## config.mk

```make
export PLATFORM = sky130hd
export DESIGN_NAME = esc_pback
export DESIGN_NICKNAME = d
export VERILOG_FILES = /design/src/rtl/core/esc_pkg.sv /design/src/rtl/core/esc_pback.sv
export SDC_FILE = /design/constraint.sdc
export NUM_CORES = 2
export LEC_CHECK = 0
export BUFFER_PORTS_ARGS = -buffer_cell sky130_fd_sc_hd__buf_2
export CORE_MARGIN = 4
export CORE_UTILIZATION = 60
export CTS_CLUSTER_SIZE = 28
export DETAILED_ROUTE_END_ITERATION = 6
export PLACE_DENSITY = 0.79
export SYNTH_ARGS = -nofsm -noshare
export SYNTH_HDL_FRONTEND = slang
export SYNTH_SLANG_ARGS = --single-unit
```

## constraint.sdc

```tcl
create_clock -name clk_i -period 18.9 [get_ports clk_i]
set_input_delay 2.835 -clock clk_i [delete_from_list [all_inputs] [get_ports clk_i]]
set_output_delay 2.835 -clock clk_i [all_outputs]
set_load 0.05 [all_outputs]
```

## src/rtl/core/esc_pkg.sv

```systemverilog
// Shared types, constants and helpers of the environmental sensor compensation block.
// Used by every module under rtl/core; depends on nothing.
`default_nettype none
package esc_pkg;

  // configuration port
  localparam int unsigned CFG_IW = 3;
  localparam int unsigned CFG_DW = 64;

  localparam logic [CFG_IW-1:0] CFG_TEMP_CAL    = 3'd0;
  localparam logic [CFG_IW-1:0] CFG_PRESS_CAL_A = 3'd1;
  localparam logic [CFG_IW-1:0] CFG_PRESS_CAL_B = 3'd2;
  localparam logic [CFG_IW-1:0] CFG_PRESS_CAL_C = 3'd3;
  localparam logic [CFG_IW-1:0] CFG_HUM_CAL     = 3'd4;
  localparam logic [CFG_IW-1:0] CFG_FT_OFFSET   = 3'd5;

  // pressure divider: denominator width and quotient bits (one bit per stage)
  localparam int unsigned DENW = 38;
  localparam int unsigned QW   = 34;

  typedef struct packed {
    logic        [15:0] c1;
    logic signed [15:0] c2;
    logic signed [15:0] c3;
    logic        [15:0] p1;
    logic signed [15:0] p2;
    logic signed [15:0] p3;
    logic signed [15:0] p4;
    logic signed [15:0] p5;
    logic signed [15:0] p6;
    logic signed [15:0] p7;
    logic signed [15:0] p8;
    logic signed [15:0] p9;
    logic         [7:0] h1;
    logic signed [15:0] h2;
    logic         [7:0] h3;
    logic signed [11:0] h4;
    logic signed [11:0] h5;
    logic signed  [7:0] h6;
    logic signed [16:0] fto;
  } cal_t;

  // one beat of the restoring divider; w holds dividend bits still to shift in
  // at the top and quotient bits collected at the bottom
  typedef struct packed {
    logic [DENW-1:0] rem;
    logic [QW-1:0]   w;
    logic [DENW-1:0] den;
    logic            ovf;
    logic            den_ok;
    logic            neg;
  } div_t;

  function automatic div_t div_step(div_t s);
    div_t          r;
    logic [DENW:0] rs;
    logic [DENW:0] diff;
    logic          ge;
    r     = s;
    rs    = {s.rem, s.w[QW-1]};
    diff  = rs - {1'b0, s.den};
    ge    = (rs >= {1'b0, s.den});
    r.rem = ge ? diff[DENW-1:0] : rs[DENW-1:0];
    r.w   = {s.w[QW-2:0], ge};
    return r;
  endfunction

endpackage
`default_nettype wire

```

## src/rtl/core/esc_pback.sv

```systemverilog
// Pressure back end: saturate quotient, second-order correction, pascal output
// (5 stages). Depends on esc_pkg.
`default_nettype none
module esc_pback (
  input  logic          clk_i,
  input  logic          en_i,
  input  esc_pkg::div_t div_i,
  input  esc_pkg::cal_t cal_i,
  output logic   [16:0] pa_o,
  output logic          ok_o
);
  logic        [33:0] mag;
  logic signed [35:0] p_d, p_q, p48_q, p49_q, ps;
  logic signed [45:0] pss_d, pss_q;
  logic signed [51:0] e2m_d, e2m_q, e2m49_q;
  logic signed [61:0] e1m_d, e1m_q;
  logic signed [39:0] sum, pq8_d, pq8_q, pp;
  logic        [16:0] pa_d, pa_q;
  logic               ok47_q, ok48_q, ok49_q, ok50_q, ok51_q;

  always_comb begin
    mag = (div_i.ovf || (div_i.w > 34'h2_0000_0000)) ? 34'h2_0000_0000 : div_i.w;
    p_d = div_i.neg ? -$signed({2'b0, mag}) : $signed({2'b0, mag});
    ps    = p_q >>> 13;
    pss_d = 46'(ps) * 46'(ps);
    e2m_d = 52'(cal_i.p8) * 52'(p_q);
    e1m_d = 62'(pss_q) * 62'(cal_i.p9);
    sum   = 40'(p49_q) + 40'(e1m_q >>> 25) + 40'(e2m49_q >>> 19);
    pq8_d = (sum >>> 8) + (40'(cal_i.p7) <<< 4);
    pp    = pq8_q >>> 8;
    if (!ok50_q || pp < 40'sd0) begin
      pa_d = '0;
    end else if (pp > 40'sd131071) begin
      pa_d = 17'h1FFFF;
    end else begin
      pa_d = 17'(pp);
    end
  end

  always_ff @(posedge clk_i) begin
    if (en_i) begin
      p_q     <= p_d;
      ok47_q  <= div_i.den_ok;
      pss_q   <= pss_d;
      e2m_q   <= e2m_d;
      p48_q   <= p_q;
      ok48_q  <= ok47_q;
      e1m_q   <= e1m_d;
      e2m49_q <= e2m_q;
      p49_q   <= p48_q;
      ok49_q  <= ok48_q;
      pq8_q   <= pq8_d;
      ok50_q  <= ok49_q;
      pa_q    <= pa_d;
      ok51_q  <= ok50_q;
    end
  end

  assign pa_o = pa_q;
  assign ok_o = ok51_q;
endmodule
`default_nettype wire

```

Yosys cells after proc, flatten, opt, wreduce, memory -nomap -nowiden
Cells that the tools add are included.
- bits of input ports: 388
- bits in registers: 374
- logic and storage cells: 31
- output and inout port bits: 18
- reduce and logical (&&, ||, !) cells: 3
- $mul: 3
- mux-type cells: 3
- $lt $le $gt $ge: 3
- add/sub/neg operators: 4
- operators with widths (cell ; number):
    $mux 34 ; 2
    $mul 46x16->62 ; 1
    $mul 16x36->52 ; 1
    $mul 23x23->46 ; 1
    $add 38x33->39 ; 1
    $add 36x37->38 ; 1
    $neg 34->36 ; 1
    $gt 34x34->1 const B ; 1
    $add 31x20->32 ; 1
    $gt 24x18->1 const B ; 1
    $lt 24x1->1 const B ; 1
    $mux 17 ; 1
    $logic_or 1x1->1 ; 2
    $logic_not 1->1 ; 1

Logic depth before layout (Yosys ltp)
- word-level depth: 5
- mapped depth: 28
- gate-level depth less buffers: 27

Worst setup path after synthesis
Ideal clock, no wire load.
- path type: input to register
- start: input port cal_i[82] (netlist bit)
- end: register e1m_q[61], data pin
- required time: 18.635 ns
- arrival: 8.927 ns
- setup slack: 9.709 ns
- stages: 24
- library setup time: 0.265 ns
- buffers on the path: 3
- cells stage by stage: clkbuf_1 clkbuf_1 nand2_1 fa_1 inv_1 fa_1 inv_1 fa_1 fa_1 fa_1 fa_1 inv_1 ha_1 clkbuf_1 a21o_1 a21o_1 a21oi_1 o211ai_1 nand3_1 a31oi_1 a311oi_1 o31ai_1 a311oi_1 xnor2_1
- word-level cells in the longest chain between the ends: 1
- RTL lines (what ; line ; source):
    start, declared ; esc_pback.sv:8 ; input esc_pkg::cal_t cal_i,
    $mul 46x16->62 ; esc_pback.sv:27 ; e1m_d = 62'(pss_q) * 62'(cal_i.p9);
    via e1m_d[61] ; esc_pback.sv:16 ; logic signed [61:0] e1m_d, e1m_q;
    end signal, assigned ; esc_pback.sv:48 ; e1m_q <= e1m_d;
    end, declared ; esc_pback.sv:16 ;
The timed path passes the listed nets, and every way through them passes these cells.
A chain may end at the register's enable or synchronous reset.

Worst setup path in the final report
- start: input port cal_i[98] (netlist bit)
- end: register e2m_q[40], data pin
- word-level cells in the longest chain between the ends: 1
- RTL lines (what ; line ; source):
    $mul 16x36->52 ; esc_pback.sv:26 ; e2m_d = 52'(cal_i.p8) * 52'(p_q);
    via e2m_d[40] ; esc_pback.sv:15 ; logic signed [51:0] e2m_d, e2m_q, e2m49_q;
    end signal, assigned ; esc_pback.sv:45 ; e2m_q <= e2m_d;
    end, declared ; esc_pback.sv:15 ;
The timed path passes the listed nets, and every way through them passes these cells.

==> summary.txt <==
Final layout
  – Area of the multi-input gates: 56000 um2
  – Share of cells above drive strength 1: 3.21%
  – Final instance area: 76100 um2
  – Fin cells: roughly 9000
  – # nets final: 9963
  – Fill cells: between 9000 and 10000
  – Register Area: 9040 um2
  – Highest-count cells in the layout ignoring fill and taps: inv_1, fa_1, nand2_1, and2_1, ha_1
  – Final core utilization: between 60% and 70%
  – Most common cell after layout, fill and taps aside: inv_1
  – Area Overhead vs Synth: 3.82%

Synth
  – Compound-cell area share of the yosys netlist: 4.91%
  – Synth Area in Simple Gates: 13.0%
  – Xor-xnor portion of the synthesized cell area: 2.29%
  – Synth cell types: slightly above 80
  – Seq cells post-synth: approximately 300
  – Cells after synthesis: 7480
  – Post-synth EDFFs: 301
  – Synth Warn #: 0
  – Post-Synth Adder-Cell Area: 56.0%
  – Largest family of logic cells by synthesized area: adder cells
  – Mapped Area: 73300 um2
  – Post-synthesis mux area share: less than 1%
  – Sequential share of the synthesized area: 12.3%
  – Asr flop ratio synth: 0%
  – Avg Synthesized Cell Area: 9.80 um2
  – Primary FF master, synth: edfxtp_1

Timing
  – RSZ-0062 raised after global routing: false
  – Crit share post-route: between 50% and 60%
  – Slew of the pin with the lowest slew margin: 1100 ps
  – Fin. max-slew vios: 0
  – Final hold vios: 0
  – Final Skew: about 31 ps
  – Fmax: 96.9 MHz
  – Slew HR: 26.5%
  – Final min period: 10310 ps
  – Final setup fails: 0
  – Setup TNS: 0 ps

Drt
  – Drt wl/cell: between 15 and 20 um
  – Vias per cell: 5.60
  – Antenna Nets Post-Route: 0
  – Via count: 50407
  – DRC errors left: 0
  – Final WL: 172000 um
  – Drt initial violations: 3694
  – Drt first pass iters: 5

Clock tree
  – Root buffer cell: clkbuf_16
  – Postcts setup bufs: 0
  – Clock tree buffer depth: 3
  – CTS Hold Bufs: 0
  – Post_cts resized: 0
  – CTS clk-pin slew, worst paths: 60 ps
  – H-tree lvl count: 2
  – Clk_lat worst skew: 560 ps
  – Clk sink count: 301
  – CTS Buf Count: 34
  – CTS tree: yes

Worst setup path
  – Crit end category: flop
  – CP Launch Type: primary input
  – Critical Path AT: 10570 ps
  – Worst Path Required: 19160 ps
  – CP Class: primary input to flop
  – Crit path max fanout: 35

Die
  – Die area: 128000 um2
  – Die extent in x: 358 um
  – I/O pins: 406
  – Die H: 358 um
  – Cell Rows: approximately 130
  – Starting Density: 60.3%
  – Core area: 122000 um2

Run
  – Maxcap violations: 0

Placed design
  – Placed Area: 75100 um2
  – Port Buffers: approximately 100
  – Placed Instances: roughly 8900
  – GPL Wtd Cong: 0.911
  – Detailed placement HPWL: 131000 um

Global routing
  – First-pass GRT wire length: 289000 um
  – Vias in the first global route: 56467
  – Initial antenna violation count: 4
  – Grt total ovfl: 0
  – Tot GR Track Use: approximately 28%
  – Largest net degree at the start of global routing: 100

Min path
  – Type of the tightest min-delay check: flop to flop

Status
  – Status: completed
[cells in the mapped netlist (all sizes together) (58+ instances only)]
cell       n  area, um2
inv     1901       7140
fa      1770      35400
nand2   1027       3850
and2     538       3370
ha       450       5630
clkbuf   305       1140
edfxtp   301       9040
nor2     186        698
a21oi    142        714
xnor2    127       1110
a21o      91        683
o21ai     89        445
xor2      65        569
nand2b    58        363
[path summary, 6_finish.rpt]
path / endpoint / cells after the start / from / slack [ps]
max: e2m_q[40] / 24 / cal_i[98] / 8590
min: e2m49_q[38] / 0 / e2m_q[38] / 410
max reg2reg: pss_q[45] / 22 / p_q[22] / 9350
min reg2reg: e2m49_q[38] / 0 / e2m_q[38] / 410
[per-stage QoR]
step	hold WS (ps)	worst slack, ps
floorplan	400	9710
global placement	400	8210
detailed placement	405	8140
CTS	413	8710
global route	418	8290
finish	413	8590
[routing by layer]
layer | up-vias | global-route usage (%) | share of wire [%]
li1 | 21821 | - | -
met1 | 25768 | 37.6 | 39
met2 | 2341 | 47.8 | 49
met3 | 475 | 5.25 | 9.2
met4 | 2 | 9.69 | 3.7
met5 | - | 0 | 0.0058
[cell type report]
cell class | count | area share [%]
clock inverters | 24 | 0.261
multi-input cells | 4964 | 73.5
diodes | 1 | 0.00329
clock buffers | 36 | 1.13
repair buffers | 152 | 1.17
flip-flops and latches | 301 | 11.9
inverters | 1902 | 9.38
well taps | 1625 | 2.67
[cell families (layout without fill, tap and decap cells)]
family                     Yosys count  after routing
muxes                                8              8
and+or+nand+nor                   2001           2001
AOI/OAI and AO/OA                  538            538
xor gates and xnor gates           192            192
other                                2              6
DFF                                301            301
adders and majority gates         2220           2220
buffers and inverters             2218           2114
[sequential cells by signal, indices dropped and copies added, names as in the netlist]
| register | cells |
|---|---|
| ok48_q | 1 |
| ok_o | 1 |
| e1m_q | 37 |
| p49_q | 36 |
| p_q | 36 |
| e2m49_q | 33 |
| ok47_q | 1 |
| pq8_q | 24 |
| ok49_q | 1 |
| pa_o | 17 |
| p48_q | 36 |
| pss_q | 44 |
| e2m_q | 33 |
| ok50_q | 1 |
[critical path, cell delays in order]
cell	delay (ps)
buf_2	620
nand2_1	180
fa_1	570
inv_1	60
fa_1	540
inv_1	60
fa_1	490
fa_1	550
inv_1	50
fa_1	470
inv_1	60
fa_1	500
inv_1	50
ha_1	320
a21oi_1	110
o21bai_1	150
a211o_1	150
nor2_1	50
a2111oi_2	850
o211ai_1	370
a21boi_0	440
a21oi_1	190
mux2_2	300
a211oi_1	580
Power is not shown: default switching activity piles up to over one toggle a cycle in this logic, so the estimate is an artifact.
