File: src/rtl/core/esc_pkg.sv
// Shared types, constants and helpers of the environmental sensor compensation block.
// Used by every module under rtl/core; depends on nothing.
`default_nettype none
package esc_pkg;

  // configuration port
  localparam int unsigned CFG_IW = 3;
  localparam int unsigned CFG_DW = 64;

  localparam logic [CFG_IW-1:0] CFG_TEMP_CAL    = 3'd0;
  localparam logic [CFG_IW-1:0] CFG_PRESS_CAL_A = 3'd1;
  localparam logic [CFG_IW-1:0] CFG_PRESS_CAL_B = 3'd2;
  localparam logic [CFG_IW-1:0] CFG_PRESS_CAL_C = 3'd3;
  localparam logic [CFG_IW-1:0] CFG_HUM_CAL     = 3'd4;
  localparam logic [CFG_IW-1:0] CFG_FT_OFFSET   = 3'd5;

  // pressure divider: denominator width and quotient bits (one bit per stage)
  localparam int unsigned DENW = 38;
  localparam int unsigned QW   = 34;

  typedef struct packed {
    logic        [15:0] c1;
    logic signed [15:0] c2;
    logic signed [15:0] c3;
    logic        [15:0] p1;
    logic signed [15:0] p2;
    logic signed [15:0] p3;
    logic signed [15:0] p4;
    logic signed [15:0] p5;
    logic signed [15:0] p6;
    logic signed [15:0] p7;
    logic signed [15:0] p8;
    logic signed [15:0] p9;
    logic         [7:0] h1;
    logic signed [15:0] h2;
    logic         [7:0] h3;
    logic signed [11:0] h4;
    logic signed [11:0] h5;
    logic signed  [7:0] h6;
    logic signed [16:0] fto;
  } cal_t;

  // one beat of the restoring divider; w holds dividend bits still to shift in
  // at the top and quotient bits collected at the bottom
  typedef struct packed {
    logic [DENW-1:0] rem;
    logic [QW-1:0]   w;
    logic [DENW-1:0] den;
    logic            ovf;
    logic            den_ok;
    logic            neg;
  } div_t;

  function automatic div_t div_step(div_t s);
    div_t          r;
    logic [DENW:0] rs;
    logic [DENW:0] diff;
    logic          ge;
    r     = s;
    rs    = {s.rem, s.w[QW-1]};
    diff  = rs - {1'b0, s.den};
    ge    = (rs >= {1'b0, s.den});
    r.rem = ge ? diff[DENW-1:0] : rs[DENW-1:0];
    r.w   = {s.w[QW-2:0], ge};
    return r;
  endfunction

endpackage
`default_nettype wire

File: src/rtl/core/esc_temp.sv
// Temperature stages: fine temperature (4 stages) and 0.1 degC output (1 more).
// Depends on esc_pkg.
`default_nettype none
module esc_temp (
  input  logic               clk_i,
  input  logic               en_i,
  input  logic        [19:0] raw_temp_i,
  input  esc_pkg::cal_t      cal_i,
  output logic signed [25:0] tf_o,
  output logic signed [10:0] temp_dc_o
);
  logic signed [18:0] d1_d, d1_q;
  logic signed [17:0] d2_d, d2_q;
  logic signed [34:0] m1_d, m1_q;
  logic signed [35:0] sq_d, sq_q;
  logic signed [23:0] at_d, at_q;
  logic signed [39:0] m2_d, m2_q;
  logic signed [25:0] tf_d, tf_q;
  logic signed [26:0] tabs;
  logic        [17:0] tmag;
  logic signed [18:0] tq;
  logic signed [10:0] tdc_d, tdc_q;

  always_comb begin
    d1_d = $signed({2'b00, raw_temp_i[19:3]}) - $signed({2'b00, cal_i.c1, 1'b0});
    d2_d = $signed({2'b00, raw_temp_i[19:4]}) - $signed({2'b00, cal_i.c1});
    m1_d = 35'(d1_q) * 35'(cal_i.c2);
    sq_d = 36'(d2_q) * 36'(d2_q);
    at_d = 24'(m1_q >>> 11);
    m2_d = 40'(sq_q >>> 12) * 40'(cal_i.c3);
    tf_d = 26'(at_q) + 26'(m2_q >>> 14) - 26'(cal_i.fto);
    // divide by 512 toward zero
    tabs = tf_q[25] ? -27'(tf_q) : 27'(tf_q);
    tmag = tabs[26:9];
    tq   = tf_q[25] ? -$signed({1'b0, tmag}) : $signed({1'b0, tmag});
    if (tq < -19'sd400) begin
      tdc_d = -11'sd400;
    end else if (tq > 19'sd850) begin
      tdc_d = 11'sd850;
    end else begin
      tdc_d = 11'(tq);
    end
  end

  always_ff @(posedge clk_i) begin
    if (en_i) begin
      d1_q  <= d1_d;
      d2_q  <= d2_d;
      m1_q  <= m1_d;
      sq_q  <= sq_d;
      at_q  <= at_d;
      m2_q  <= m2_d;
      tf_q  <= tf_d;
      tdc_q <= tdc_d;
    end
  end

  assign tf_o      = tf_q;
  assign temp_dc_o = tdc_q;
endmodule
`default_nettype wire

File: config.mk
export PLATFORM = sky130hd
export DESIGN_NAME = esc_temp
export DESIGN_NICKNAME = d
export VERILOG_FILES = /design/src/rtl/core/esc_pkg.sv /design/src/rtl/core/esc_temp.sv
export SDC_FILE = /design/constraint.sdc
export NUM_CORES = 2
export LEC_CHECK = 0
export BUFFER_PORTS_ARGS = -buffer_cell sky130_fd_sc_hd__buf_2
export CAP_MARGIN = 20
export CORE_ASPECT_RATIO = 0.5
export CORE_MARGIN = 8
export CORE_UTILIZATION = 55
export DETAILED_ROUTE_END_ITERATION = 16
export PLACE_DENSITY = 0.87
export SKIP_LAST_GASP = 1
export SLEW_MARGIN = 30
export SYNTH_ARGS = -nofsm -noshare
export SYNTH_HDL_FRONTEND = slang
export SYNTH_SLANG_ARGS = --single-unit
File: constraint.sdc
create_clock -name clk_i -period 7.1 [get_ports clk_i]
set_input_delay 1.42 -clock clk_i [delete_from_list [all_inputs] [get_ports clk_i]]
set_output_delay 1.42 -clock clk_i [all_outputs]
set_load 0.005 [all_outputs]
Word level (Yosys, flattened, before mapping). Cells that the tools add are included.

Add/subtract/negate cells: 6. Multipliers: 3. Magnitude comparators: 2. Mux-type cells: 3. Reduce and logical (&&, ||, !) cells: 1.

Operators with widths (number): $mul A24 B16 Y40 (1); $mul A17 B17 Y34 (1); $mul A18 B16 Y34 (1); $mux W27 (1); $neg A26 Y27 (1); $add A24 B26 Y26 (1); $sub A26 B17 Y26 (1); $gt A19 B11 Y1 const B (1); $lt A19 B10 Y1 const B (1); $mux W19 (1); $neg A18 Y19 (1); $sub A17 B17 Y18 (1); $sub A16 B16 Y17 (1); $mux W11 (1); $reduce_or A2 Y1 (1).

Register bits after elaboration: 207. Input port bits: 295. Output and inout bits: 37. Word-level logic and storage cells: 24.

Logic depth before layout (Yosys ltp).
Depth in word-level cells: 6. Gate-level depth with buffers: 27. Gate-level depth less buffers: 25.

Worst setup path after synthesis. Ideal clock, no wire load.

Path kind: in2reg. Start: input port cal_i[245] (netlist name). End: register m1_q[32], data pin. Data arrival time: 7.319 ns. Required time: 6.831 ns. Slack: -0.488 ns. Stages: 25. Buffers on the path: 2. Cell sequence: clkbuf_1 > clkbuf_1 > nand2_1 > fa_1 > inv_1 > fa_1 > inv_1 > fa_1 > inv_1 > fa_1 > inv_1 > fa_1 > inv_1 > fa_1 > ha_1 > a21o_1 > a21o_1 > a221o_1 > a21oi_1 > a21oi_1 > or2_2 > nand4_1 > a31o_2 > o31ai_1 > xor2_1.

Word-level cells in the longest chain between the ends: 1.

Ends and longest elaborated chain: start: declaration (RTL line esc_temp.sv:8) `input esc_pkg::cal_t cal_i,`; $mul A18 B16 Y34 (RTL line esc_temp.sv:27) `m1_d = 35'(d1_q) * 35'(cal_i.c2);`; net m1_d[32] (RTL line esc_temp.sv:14) `logic signed [34:0] m1_d, m1_q;`; end signal: assignment (RTL line esc_temp.sv:49) `m1_q <= m1_d;`; end: declaration (RTL line esc_temp.sv:14).

The timed path passes the listed nets, and every way through them passes these cells. A chain may end at the register's enable or synchronous reset.

Worst setup path after layout.
Start: input port cal_i[242] (netlist name). End: register m1_q[32], data pin.

Same word-level chain as after synthesis.

==> run summary <==
• run status: finished, final reports clean
• class of the most critical setup path: in -> reg
• min Tclk post-route: 6987 ps
• count of state elements after synthesis: 149
• data arrival time of the critical path: 7190 ps
• worst setup path start: cal_i[242]
• R2R Setup Slk: 200 ps
• count of pins over their slew limit: 0
• Post-Synthesis Net Count: 5769
• Fin Setup TNS: 0 ps
• worst flop-to-flop path startpoint: d1_q[6]
• number of routed nets with antenna violations: 0
• wire length of the first global-routing pass: 166.6 mm
• area of the mapped netlist: 40570 sq um
• required time at the worst-slack endpoint: 7310 ps
• Post-Route Hold Slack: 415.2 ps
• half-perimeter wire length of the detailed placement result: 84.16 mm
• instance count after placement with tap cells included: 5421
• number of design-rule violations left by the first detailed-router iteration: 2365
• final-report setup violation count: 0
• clock tree from TritonCTS: yes
• number of inserted filler cells in the final layout: 5316
• antenna violations before repair: 4
• Clock Tree Buf Depth: 2
• Highest Clock Rate: 143.1 MHz
• largest family of logic cells by synthesized area: adder cells
• filler-free cell count of the finished design: 5470
• number of H-tree levels: 4
• leading cell type in the layout, fill and taps excluded: sky130_fd_sc_hd__inv_1
• I/O pin count: 332
• total iterations of the first detailed-routing run: 8
• CTS Buf Count: 17
• die outline height: 208.1 um
• share of the clock period used by the worst path: 98.41%
• fraction of post-synthesis cell area in the top cell type by area: 46.43%
• Die ar.: 83240 sq um
• Worst Hold Class: reg -> reg
• via count of the first global-routing pass: 33760
• clock-pin slew on the worst setup and hold paths: 80 ps
• origin of the worst min-delay path: m1_q[21]
• average instance area after synthesis: 9.585 sq um
• CP Capture Type: flop
• layout overhead on the synthesized area: 10.82%
• final weighted congestion in routability-driven placement: 0.9416
• maximum fanout encountered on the critical timing path: 6
• library cell with the largest summed area after synthesis: sky130_fd_sc_hd__fa_1
• share of synthesized cell area in full adder, half adder and majority cells: 55.68%
• max_slew headroom: 45.69%
• global route total overflow: 0
• measured slew at the worst slew-check pin: 812.2 ps
• main area contributors after synthesis: sky130_fd_sc_hd__fa_1 46%, sky130_fd_sc_hd__inv_1 11%, sky130_fd_sc_hd__edfxtp_1 11%, sky130_fd_sc_hd__ha_1 9.3%, sky130_fd_sc_hd__and2_1 4.7%
• Synth async-reset ratio: 0%
• commonest register cell after synthesis: sky130_fd_sc_hd__edfxtp_1
• pin count of the biggest net entering global routing: 88
• max-cap violations: 0
• routed wirelength normalized by instance count: 18.66 um
• fraction of the mapped netlist area in compound gates: 4.327%
• Gate Count Post-Synth: 4233
• count of standard-cell rows: 70
• via total after detailed routing: 29730
• Port-buffer cells: 120
• multiplexer area fraction after synthesis: 0.2097%
• aggregate global-route resource usage: 24.91%
• Final Routed Wirelength: 102.0 mm
• share of cells above drive strength 1: 10.99%
• Hold Violations, Final: 0
• kind of launch point of the worst setup path: primary input
• Die Span X: 400.1 um
• unique cell type count in the Yosys netlist: 82
• fraction of the mapped netlist area in simple logic gates: 13.09%
• net total in the final layout: 6020
• CTS Root Cell: sky130_fd_sc_hd__clkbuf_16
• total number of clock tree sinks: 149
• post-detailed-route DRC marker count: 0
• sequential share of the synthesized area: 11.03%
• quantity of hold-fixing buffers added after cts: 0
• final worst clock skew: 13.84 ps
• clock insertion delay at the later pin of the skew report: 470 ps
• xor and xnor fraction of the mapped netlist area: 3.152%
• yosys warns: 0
• number of synthesized flops with an enable pin: 149
• floorplan core area: 73050 sq um
• commonest non-fill, non-tap cells in the layout: 1185 x sky130_fd_sc_hd__inv_1, 934 x sky130_fd_sc_hd__fa_1, 473 x sky130_fd_sc_hd__nand2_1
• number of vias per cell: 5.435
• starting density of the core: 55.55%
==> cells in the mapped netlist, types with 4 or more instances <==
library cell and number:
sky130_fd_sc_hd__nand3_1 26, sky130_fd_sc_hd__fa_1 941, sky130_fd_sc_hd__or2_2 4, sky130_fd_sc_hd__o22ai_1 4, sky130_fd_sc_hd__nand2_1 483, sky130_fd_sc_hd__nor4_1 11
sky130_fd_sc_hd__clkbuf_1 132, sky130_fd_sc_hd__nor2_1 116, sky130_fd_sc_hd__buf_1 5, sky130_fd_sc_hd__and3_1 14, sky130_fd_sc_hd__buf_6 4, sky130_fd_sc_hd__xor2_1 46
sky130_fd_sc_hd__and4_1 4, sky130_fd_sc_hd__ha_1 300, sky130_fd_sc_hd__nand4_1 18, sky130_fd_sc_hd__nor2b_1 18, sky130_fd_sc_hd__a211oi_1 8, sky130_fd_sc_hd__inv_1 1195
sky130_fd_sc_hd__xnor2_1 100, sky130_fd_sc_hd__nor3b_1 4, sky130_fd_sc_hd__o21a_1 16, sky130_fd_sc_hd__o21ai_0 46, sky130_fd_sc_hd__nor3_1 26, sky130_fd_sc_hd__a21boi_0 4
sky130_fd_sc_hd__a31oi_1 10, sky130_fd_sc_hd__or3_1 7, sky130_fd_sc_hd__edfxtp_1 149, sky130_fd_sc_hd__a21oi_1 76, sky130_fd_sc_hd__o21bai_1 9, sky130_fd_sc_hd__mux2i_1 7
sky130_fd_sc_hd__nand2b_1 29, sky130_fd_sc_hd__a21o_1 38, sky130_fd_sc_hd__o211ai_1 11, sky130_fd_sc_hd__and2_1 302
==> worst paths after layout <==
check | endpoint | cells past startpoint
setup reg to reg | sq_q[26] | 23
hold reg to reg | at_q[10] | 0
hold / removal | at_q[10] | 0
setup / recovery | m1_q[32] | 24
==> area by class of cell <==
cell class,instances,area (sq um),area share [%]
clock buffer,18,429.2,0.9544
tap,972,1216,2.705
multi-input combinational,2744,31310,69.63
timing repair buffer,377,2843,6.322
sequential,149,4474,9.951
antenna,1,2.502,0.005565
inverter,1195,4486,9.976
clock inverter,14,203.9,0.4536
==> registers in the layout, summed over array words and instances, names as in the netlist <==
signal,count
tf_o,26
temp_dc_o,11
d1_q,18
m2_q,26
sq_q,22
m1_q,23
at_q,23
==> worst max-delay path: stages <==
cell,delay [ps]
sky130_fd_sc_hd__buf_4,140
sky130_fd_sc_hd__nand2_2,70
sky130_fd_sc_hd__fa_1,550
sky130_fd_sc_hd__inv_1,60
sky130_fd_sc_hd__fa_1,540
sky130_fd_sc_hd__inv_1,60
sky130_fd_sc_hd__fa_1,510
sky130_fd_sc_hd__inv_1,60
sky130_fd_sc_hd__fa_1,520
sky130_fd_sc_hd__inv_1,50
sky130_fd_sc_hd__fa_1,470
sky130_fd_sc_hd__inv_1,50
sky130_fd_sc_hd__fa_2,570
sky130_fd_sc_hd__ha_4,210
sky130_fd_sc_hd__a21o_1,180
sky130_fd_sc_hd__a21o_1,180
sky130_fd_sc_hd__a221o_1,380
sky130_fd_sc_hd__a21oi_2,200
sky130_fd_sc_hd__a21oi_2,100
sky130_fd_sc_hd__or2_4,260
sky130_fd_sc_hd__nand4_1,170
sky130_fd_sc_hd__a31o_4,240
sky130_fd_sc_hd__o31ai_4,70
sky130_fd_sc_hd__xor2_1,140
==> cell families after synthesis <==
logic type,count (synthesis)
xor gates and xnor gates,146
DFF,149
AOI/OAI and AO/OA,267
and+or+nand+nor,1082
adders and majority gates,1241
buffers and inverters,1340
muxes,8
==> layer usage <==
| layer | wire length (um) | GRT usage [%] |
|---|---|---|
| met2 | 50630 | 43.15 |
| met1 | 36620 | 29.41 |
| met3 | 9494 | 5.518 |
| met5 | 35 | 0 |
| met4 | 5274 | 11.93 |
==> stage by stage <==
step	utilization [%]	area, sq um	setup slack [ps]
6_report	61.56	44960	113.2
5_1_grt	61.56	44960	-36.32
4_1_cts	60.88	44470	0.3864
3_5_place_dp	59.96	43800	-734.8
3_3_place_gp	59.96	43800	-542.9
2_1_floorplan	-	40700	-8.316
==> timing repair <==
item	CTS	global route
pin swaps	5	48
gates resized for setup	11	103
cloned	0	1
setup buffers	1	16
endpoints found under the setup margin	9	31
Power is not shown: default switching activity piles up to over one toggle a cycle in this logic, so the estimate is an artifact.
